File: config.mk
export PLATFORM = sky130hd
export DESIGN_NAME = topological_overlap_pair_core
export DESIGN_NICKNAME = d
export VERILOG_FILES = /design/src/rtl/tom_pkg.sv /design/src/rtl/tom_queue.sv /design/src/rtl/tom_front.sv /design/src/rtl/tom_div.sv /design/src/rtl/topological_overlap_pair_core.sv
export SDC_FILE = /design/constraint.sdc
export NUM_CORES = 2
export LEC_CHECK = 0
export ABC_AREA = 1
export BUFFER_PORTS_ARGS = -buffer_cell sky130_fd_sc_hd__buf_2
export CAP_MARGIN = 10
export CORE_MARGIN = 1.5
export CORE_UTILIZATION = 45
export DETAILED_ROUTE_END_ITERATION = 6
export SLEW_MARGIN = 25
export SYNTH_ARGS = -nofsm -noshare
export SYNTH_HDL_FRONTEND = slang
export SYNTH_SLANG_ARGS = --single-unit
File: constraint.sdc
create_clock -name clk -period 13.36 [get_ports clk]
set_input_delay 0.668 -clock clk [delete_from_list [all_inputs] [get_ports clk]]
set_output_delay 0.668 -clock clk [all_outputs]
set_load 0.05 [all_outputs]
File: src/rtl/tom_pkg.sv
`default_nettype none

package tom_pkg;

	// Q2.14 unity
	localparam int unsigned ONE_Q14 = 16384;

	// Accumulator widths
	localparam int unsigned PROD_W = 40;
	localparam int unsigned ABS_W  = 26;
	localparam int unsigned MAG_W  = 17;

	// Quotient has at most 17 significant bits once the range check has passed
	localparam int unsigned DIV_STEPS = 17;
	localparam int unsigned CNT_W     = $clog2(DIV_STEPS);

	// Pair queue between front and back
	localparam int unsigned QDEPTH = 2;
	localparam int unsigned QAW    = $clog2(QDEPTH);

	// Finished row-pair sums handed from the front to the divider
	typedef struct packed {
		logic [PROD_W-1:0] prod_sum;
		logic [ABS_W-1:0]  a_sum;
		logic [ABS_W-1:0]  b_sum;
		logic [15:0]       aij;
	} pair_job_t;

	// Queue status seen by its producer and consumer
	typedef struct packed {
		logic full;
		logic empty;
	} queue_stat_t;

	typedef enum logic [2:0] {
		ST_IDLE,
		ST_PREP,
		ST_DEN,
		ST_LOAD,
		ST_CHECK,
		ST_DIV,
		ST_OUT
	} div_state_t;

	// Magnitude of a 16-bit two's complement value
	function automatic logic [MAG_W-1:0] mag16(logic [15:0] x);
		logic [MAG_W-1:0] r;
		if (x[15]) begin
			r = 17'h10000 - {1'b0, x};
		end else begin
			r = {1'b0, x};
		end
		return r;
	endfunction

endpackage

`default_nettype wire

File: src/rtl/tom_queue.sv
`default_nettype none

module tom_queue import tom_pkg::*; (
	input  wire logic      clk,
	input  wire logic      arst_n,
	input  wire logic      push,
	input  wire pair_job_t push_data,
	input  wire logic      pop,
	output pair_job_t      head,
	output queue_stat_t    stat
);

	pair_job_t        mem_q [QDEPTH];
	logic [QAW-1:0]   wr_ptr_q;
	logic [QAW-1:0]   rd_ptr_q;
	logic [QAW:0]     cnt_q;

	// Entry storage
	always_ff @(posedge clk) begin
		if (push) begin
			mem_q[wr_ptr_q] <= push_data;
		end
	end

	// Pointers and fill count
	always_ff @(posedge clk or negedge arst_n) begin
		if (!arst_n) begin
			wr_ptr_q <= '0;
			rd_ptr_q <= '0;
			cnt_q    <= '0;
		end else begin
			if (push) begin
				wr_ptr_q <= wr_ptr_q + 1'b1;
			end
			if (pop) begin
				rd_ptr_q <= rd_ptr_q + 1'b1;
			end
			if (push && !pop) begin
				cnt_q <= cnt_q + 1'b1;
			end else if (pop && !push) begin
				cnt_q <= cnt_q - 1'b1;
			end
		end
	end

	assign head       = mem_q[rd_ptr_q];
	assign stat.full  = (cnt_q == (QAW+1)'(QDEPTH));
	assign stat.empty = (cnt_q == '0);

endmodule

`default_nettype wire

File: src/rtl/tom_front.sv
`default_nettype none

module tom_front import tom_pkg::*; (
	input  wire logic        clk,
	input  wire logic        arst_n,
	input  wire logic        in_valid,
	output logic             in_ready,
	input  wire logic [15:0] row_a_weight,
	input  wire logic [15:0] row_b_weight,
	input  wire logic [15:0] direct_weight,
	input  wire logic        last_element,
	input  wire queue_stat_t qstat,
	output logic             push,
	output pair_job_t        push_data
);

	logic              valid_s1;
	logic [MAG_W-1:0]  ma_s1;
	logic [MAG_W-1:0]  mb_s1;
	logic [MAG_W-1:0]  prod_s1;
	logic              last_s1;
	logic [15:0]       aij_s1;

	logic [PROD_W-1:0] prod_acc_q;
	logic [ABS_W-1:0]  a_acc_q;
	logic [ABS_W-1:0]  b_acc_q;

	logic [MAG_W-1:0]  ma;
	logic [MAG_W-1:0]  mb;
	logic [30:0]       prod_full;
	logic [30:0]       prod_rnd;
	logic              adv;
	logic [PROD_W:0]   psum;
	logic [ABS_W:0]    asum;
	logic [ABS_W:0]    bsum;
	logic [PROD_W-1:0] psat;
	logic [ABS_W-1:0]  asat;
	logic [ABS_W-1:0]  bsat;

	// Stage 1: magnitudes and rounded product
	assign ma        = mag16(row_a_weight);
	assign mb        = mag16(row_b_weight);
	assign prod_full = {14'b0, ma} * {14'b0, mb};
	assign prod_rnd  = prod_full + 31'd8192;

	// A last element needs a free queue slot before it can retire
	assign adv      = !last_s1 || !qstat.full;
	assign in_ready = !valid_s1 || adv;

	always_ff @(posedge clk or negedge arst_n) begin
		if (!arst_n) begin
			valid_s1 <= 1'b0;
		end else if (in_ready) begin
			valid_s1 <= in_valid;
		end
	end

	always_ff @(posedge clk) begin
		if (in_valid && in_ready) begin
			ma_s1   <= ma;
			mb_s1   <= mb;
			prod_s1 <= prod_rnd[30:14];
			last_s1 <= last_element;
			aij_s1  <= direct_weight;
		end
	end

	// Stage 2: saturating accumulation
	assign psum = {1'b0, prod_acc_q} + {24'b0, prod_s1};
	assign asum = {1'b0, a_acc_q} + {10'b0, ma_s1};
	assign bsum = {1'b0, b_acc_q} + {10'b0, mb_s1};
	assign psat = psum[PROD_W] ? '1 : psum[PROD_W-1:0];
	assign asat = asum[ABS_W] ? '1 : asum[ABS_W-1:0];
	assign bsat = bsum[ABS_W] ? '1 : bsum[ABS_W-1:0];

	always_ff @(posedge clk or negedge arst_n) begin
		if (!arst_n) begin
			prod_acc_q <= '0;
			a_acc_q    <= '0;
			b_acc_q    <= '0;
		end else if (valid_s1 && adv) begin
			if (last_s1) begin
				prod_acc_q <= '0;
				a_acc_q    <= '0;
				b_acc_q    <= '0;
			end else begin
				prod_acc_q <= psat;
				a_acc_q    <= asat;
				b_acc_q    <= bsat;
			end
		end
	end

	// Hand the finished sums to the divider
	assign push               = valid_s1 && last_s1 && !qstat.full;
	assign push_data.prod_sum = psat;
	assign push_data.a_sum    = asat;
	assign push_data.b_sum    = bsat;
	assign push_data.aij      = aij_s1;

endmodule

`default_nettype wire

File: src/rtl/tom_div.sv
`default_nettype none

module tom_div import tom_pkg::*; (
	input  wire logic        clk,
	input  wire logic        arst_n,
	input  wire queue_stat_t qstat,
	input  wire pair_job_t   head,
	output logic             pop,
	output logic             out_valid,
	input  wire logic        out_ready,
	output logic [15:0]      overlap_value,
	output logic             saturated,
	output logic             divide_fault
);

	div_state_t         st_q;
	div_state_t         st_d;

	logic [ABS_W-1:0]   kk_q;
	logic [PROD_W:0]    num_q;
	logic [MAG_W-1:0]   amag_q;
	logic               pos_q;
	logic [ABS_W:0]     den_q;
	logic               fault_q;
	logic [55:0]        rem_q;
	logic [42:0]        dsh_q;
	logic [MAG_W-1:0]   quo_q;
	logic [CNT_W-1:0]   cnt_q;
	logic               big_q;

	logic               out_valid_q;
	logic [15:0]        value_q;
	logic               sat_q;
	logic               flt_q;

	logic [MAG_W-1:0]   head_mag;
	logic [ABS_W:0]     kk_one;
	logic               den_fault;
	logic [42:0]        lim;
	logic               ge;
	logic               out_free;
	logic [MAG_W-1:0]   neg_quo;
	logic [15:0]        res_value;
	logic               res_sat;

	assign head_mag  = mag16(head.aij);
	assign kk_one    = {1'b0, kk_q} + (ABS_W+1)'(ONE_Q14);
	assign den_fault = kk_one <= {10'b0, amag_q};
	// 32769 * den: a quotient above 32768 saturates either sign
	assign lim       = {1'b0, den_q, 15'b0} + {16'b0, den_q};
	assign ge        = rem_q >= {13'b0, dsh_q};
	assign out_free  = !out_valid_q || out_ready;

	// Next state
	always_comb begin
		st_d = st_q;
		pop  = 1'b0;
		case (st_q)
			ST_IDLE: begin
				if (!qstat.empty) begin
					pop  = 1'b1;
					st_d = ST_PREP;
				end
			end
			ST_PREP:  st_d = ST_DEN;
			ST_DEN:   st_d = den_fault ? ST_OUT : ST_LOAD;
			ST_LOAD:  st_d = ST_CHECK;
			ST_CHECK: st_d = (rem_q >= {13'b0, lim}) ? ST_OUT : ST_DIV;
			ST_DIV: begin
				if (cnt_q == '0) begin
					st_d = ST_OUT;
				end
			end
			ST_OUT: begin
				if (out_free) begin
					st_d = ST_IDLE;
				end
			end
			default: st_d = ST_IDLE;
		endcase
	end

	always_ff @(posedge clk or negedge arst_n) begin
		if (!arst_n) begin
			st_q <= ST_IDLE;
		end else begin
			st_q <= st_d;
		end
	end

	// Division datapath
	always_ff @(posedge clk) begin
		case (st_q)
			ST_IDLE: begin
				if (!qstat.empty) begin
					kk_q    <= (head.a_sum < head.b_sum) ? head.a_sum : head.b_sum;
					num_q   <= {1'b0, head.prod_sum} + {24'b0, head_mag};
					amag_q  <= head_mag;
					pos_q   <= !head.aij[15] && (head.aij != '0);
				end
			end
			ST_PREP: begin
				fault_q <= 1'b0;
				big_q   <= 1'b0;
			end
			ST_DEN: begin
				fault_q <= den_fault;
				den_q   <= kk_one - {10'b0, amag_q};
			end
			ST_LOAD: begin
				rem_q <= {1'b0, num_q, 14'b0} + {30'b0, den_q[ABS_W:1]};
			end
			ST_CHECK: begin
				big_q <= rem_q >= {13'b0, lim};
				dsh_q <= {den_q, 16'b0};
				quo_q <= '0;
				cnt_q <= CNT_W'(DIV_STEPS - 1);
			end
			ST_DIV: begin
				if (ge) begin
					rem_q <= rem_q - {13'b0, dsh_q};
				end
				quo_q <= {quo_q[MAG_W-2:0], ge};
				dsh_q <= dsh_q >> 1;
				cnt_q <= cnt_q - 1'b1;
			end
			default: begin
			end
		endcase
	end

	// Sign and clamp
	assign neg_quo = 17'h0 - quo_q;
	always_comb begin
		res_value = '0;
		res_sat   = 1'b0;
		if (fault_q) begin
			res_value = '0;
		end else if (big_q) begin
			res_value = pos_q ? 16'h7fff : 16'h8000;
			res_sat   = 1'b1;
		end else if (pos_q) begin
			if (quo_q > 17'd32767) begin
				res_value = 16'h7fff;
				res_sat   = 1'b1;
			end else begin
				res_value = quo_q[15:0];
			end
		end else begin
			res_value = neg_quo[15:0];
		end
	end

	// Output register
	always_ff @(posedge clk or negedge arst_n) begin
		if (!arst_n) begin
			out_valid_q <= 1'b0;
		end else if (st_q == ST_OUT && out_free) begin
			out_valid_q <= 1'b1;
		end else if (out_ready) begin
			out_valid_q <= 1'b0;
		end
	end

	always_ff @(posedge clk) begin
		if (st_q == ST_OUT && out_free) begin
			value_q <= res_value;
			sat_q   <= res_sat;
			flt_q   <= fault_q;
		end
	end

	assign out_valid     = out_valid_q;
	assign overlap_value = value_q;
	assign saturated     = sat_q;
	assign divide_fault  = flt_q;

endmodule

`default_nettype wire

File: src/rtl/topological_overlap_pair_core.sv
// Signed topological overlap of two adjacency rows.
// Input channel (in_valid/in_ready): one transaction carries one element of each
// row; last_element marks the final pair and samples direct_weight.
// Output channel (out_valid/out_ready): one transaction per row pair with the
// Q2.14 overlap, a saturated flag and a divide_fault flag.
// Throughput: the front takes one element per cycle unless a last element finds
// the queue full. Each row pair then occupies the shared restoring divider for
// setup, range check, 17 quotient steps and output; a two-entry queue lets the
// front keep accumulating the next pairs meanwhile, so rows no shorter than the
// divider's work per pair stream at one element per cycle; shorter rows are
// limited by the divider. A divide fault skips the division and a quotient far
// out of range skips the quotient steps, so both reach out_valid sooner.
// Reset clears the accumulators, the queue and out_valid.
// When the receiver stalls the result holds in the output register, the divider
// finishes one more pair, the queue fills, and then a last element drops in_ready.

`default_nettype none

module topological_overlap_pair_core import tom_pkg::*; (
	input  wire logic        clk,
	input  wire logic        arst_n,
	input  wire logic        in_valid,
	output logic             in_ready,
	input  wire logic [15:0] row_a_weight,
	input  wire logic [15:0] row_b_weight,
	input  wire logic [15:0] direct_weight,
	input  wire logic        last_element,
	output logic             out_valid,
	input  wire logic        out_ready,
	output logic [15:0]      overlap_value,
	output logic             saturated,
	output logic             divide_fault
);

	queue_stat_t qstat;
	pair_job_t   push_data;
	pair_job_t   head;
	logic        push;
	logic        pop;

	tom_front u_front (
		.clk           (clk),
		.arst_n        (arst_n),
		.in_valid      (in_valid),
		.in_ready      (in_ready),
		.row_a_weight  (row_a_weight),
		.row_b_weight  (row_b_weight),
		.direct_weight (direct_weight),
		.last_element  (last_element),
		.qstat         (qstat),
		.push          (push),
		.push_data     (push_data)
	);

	tom_queue u_queue (
		.clk       (clk),
		.arst_n    (arst_n),
		.push      (push),
		.push_data (push_data),
		.pop       (pop),
		.head      (head),
		.stat      (qstat)
	);

	tom_div u_div (
		.clk           (clk),
		.arst_n        (arst_n),
		.qstat         (qstat),
		.head          (head),
		.pop           (pop),
		.out_valid     (out_valid),
		.out_ready     (out_ready),
		.overlap_value (overlap_value),
		.saturated     (saturated),
		.divide_fault  (divide_fault)
	);

endmodule

`default_nettype wire

==> reports/results.ini <==
[status]
status = finished, final reports clean

[timing]
rsz0062_at_grt = no
skew_ps = 44.53
maxSlewViolCount = 0
period_share = 0.5497
clock.fmax_mhz = 136.2
timing.max_slew.rel_slack = 0.3162
fin_tns_setup_ps = 0
worst_slew_pin_slew_ps = 1026
setup_violations = 0
finalHoldViolCount = 0
min_period_ps = 7344

[routing]
wl_um = 143100
routedWlPerCell_um = 18.91
drt_first_pass_iters = 6
antenna_left = 0
first_iter_violations = 3331
route.detailed.drc = 0
viasPerCell = 5.327
vias = 40300

[worst_setup_path]
worstSetupEndpointType = flop
reg2regPathDepth = 25
critPathLaunchType = input pin
crit_family = adder cells
r2r_setup_slack_ps = 8590
critPathBufInv = 9
crit_end = u_front.prod_s1[13]
crit_fanout = 14
r2r-start = u_div.den_q[15]
crit_arrival_ps = 7770
rr_endpoint = u_div.st_q[0]
worstSetupPathDepth = 31
critPathKind = input pin to flop
worstSetupStartpoint = row_a_weight[0]
critPathMostFrequentCell = inv_1
max_stage_delay_ps = 550
cp_slowest_cell = fa_1
worst_ep_required_time_ps = 13790

[finish]
nFillCells = 10490
final_cell_mix = nand2_1, inv_1, nor2_1, edfxtp_1, ha_1
finalNonFillerCells = 7565
diodes = 0
final_common_cell = nand2_1
synthToLayoutAreaGrowth_pct = 9.242
final_cell_area_um2 = 53730
nNetsFinal = 6701
drive_gt1_frac = 0.06422

[synth]
synthesis.area_um2 = 49180
synth-seq-area-share = 0.3793
avgSynthCellArea_um2 = 8.219
yosysTopAreaCell = edfxtp_1
synth.distinct_cells = 65
synth-seq-cells = 638
yosys.area.top_type_share = 0.3279
synth_top_cells_by_area = edfxtp_1, nand2_1, fa_1, ha_1, inv_1
ys_warn_count = 0
syn_inst = 5984

[min_path]
worstHoldPathType = input pin to async pin

[floorplan]
initial_utilization = 0.4531
ioPinCount = 73
rows = 121
die_x_um = 333.6
core_um2 = 108600
die_h_um = 333.6
die-area_um2 = 111300

[global_route]
grt_pass1_vias = 39400
grt_start_max_net_pins = 95
overflow = 0
antenna_found_initial = 0
grt_pass1_wl_um = 223700
grt_usage = 0.2596

[flow_run]
max_cap_violations = 0

[placed_design]
gp_congestion = 0.9948
place_area_um2 = 51190
hpwlAfterDp_um = 111600
port_buffers = 72
place_inst = 7425

[cts]
htreeDepth = 3
post-cts-setup-buffer-count = 0
clockRootBuffer = clkbuf_16
cts_hold_buf = 0
numCtsBuffers = 76
cts-resized-gates = 0
worstSkewPairLatency_ps = 680
clock_sinks = 638
clkSlewWorstSetupHoldPaths_ps = 60
cts_tree = yes
cts_buffer_depth = 3

sequential cells by signal (all words and copies together) (netlist names), 26 cells and up:
signal	cells
u_div.rem_q	56
u_div.num_q	41
u_div.den_q	27
u_front.a_acc_q	26
u_div.kk_q	26
u_div.dsh_q	43
u_front.prod_acc_q	40
u_queue.mem_q	216
u_front.b_acc_q	26
metrics by stage:
stage / hold slack (ps) / setup WS [ps] / utilization
floorplan: 372.4 / 6412 / -
global placement: 423.0 / 5493 / 0.4716
detailed placement: 430.4 / 5467 / 0.4716
CTS: 71.40 / 6186 / 0.4950
global route: 131.5 / 5567 / 0.4950
finish: 102.8 / 6016 / 0.4950
cells by family after synthesis:
group,count (synthesis),synth area share
other cells,2,0.0001527
compound gates,797,0.08835
buf+inv,1036,0.08159
fa+ha+maj,559,0.1773
simple gates,2732,0.2337
flops,638,0.3793
xor+xnor,213,0.03824
mux,7,0.001425
cells in the mapped netlist, drive strengths merged:
library cell,instances
inv,925
a21oi,305
nor3,89
o21ai,392
and3,6
o22ai,9
o41ai,2
fa,230
o21bai,21
nand2,1475
nand3b,12
nor2,655
nand4,76
or2,92
edfxtp,537
a31o,1
xor2,157
a31oi,17
o211ai,4
xnor2,56
a21boi,6
mux2i,7
o31ai,5
clkinv,9
o221a,1
a22o,1
or3,2
o2111ai,1
nand3,292
nand2b,1
ha,329
a21o,20
nor3b,2
nor4,24
o221ai,3
clkbuf,59
o21a,8
conb,2
dfrtp,101
and2,6
buf,43
a221oi,1
metal layers:
metal	up-vias	track usage	wire, um
li1	19660	-	-
met1	19140	0.3596	64520
met2	1264	0.4208	65310
met3	239	0.03430	8845
met4	0	0.08384	4406
met5	-	0	0
final cells by class:
class	count	area, um2	share of cell area
Sequential cell	638	18660	0.3472
Multi-Input combinational cell	4340	26690	0.4968
Clock inverter	42	469.2	0.008733
Clock buffer	98	2064	0.03842
Inverter	934	3511	0.06535
Tap cell	1414	1769	0.03293
Timing Repair Buffer	99	565.5	0.01053
worst min path at each step:
stage                     depth (start not counted)  slack (ps)             endpoint               from
after floorplan                                   0         370      u_div.out_valid             arst_n
after global routing                              1         130   u_front.a_acc_q[5]             arst_n
after detailed placement                          0         430  u_queue.mem_q[1][6]  u_front.aij_s1[6]
after CTS                                         1          70   u_front.a_acc_q[3]             arst_n
final                                             1         100   u_front.a_acc_q[3]             arst_n
after global placement                            0         420  u_queue.mem_q[0][5]  u_front.aij_s1[5]
Power is not shown: default switching activity piles up to over one toggle a cycle in this logic, so the estimate is an artifact.
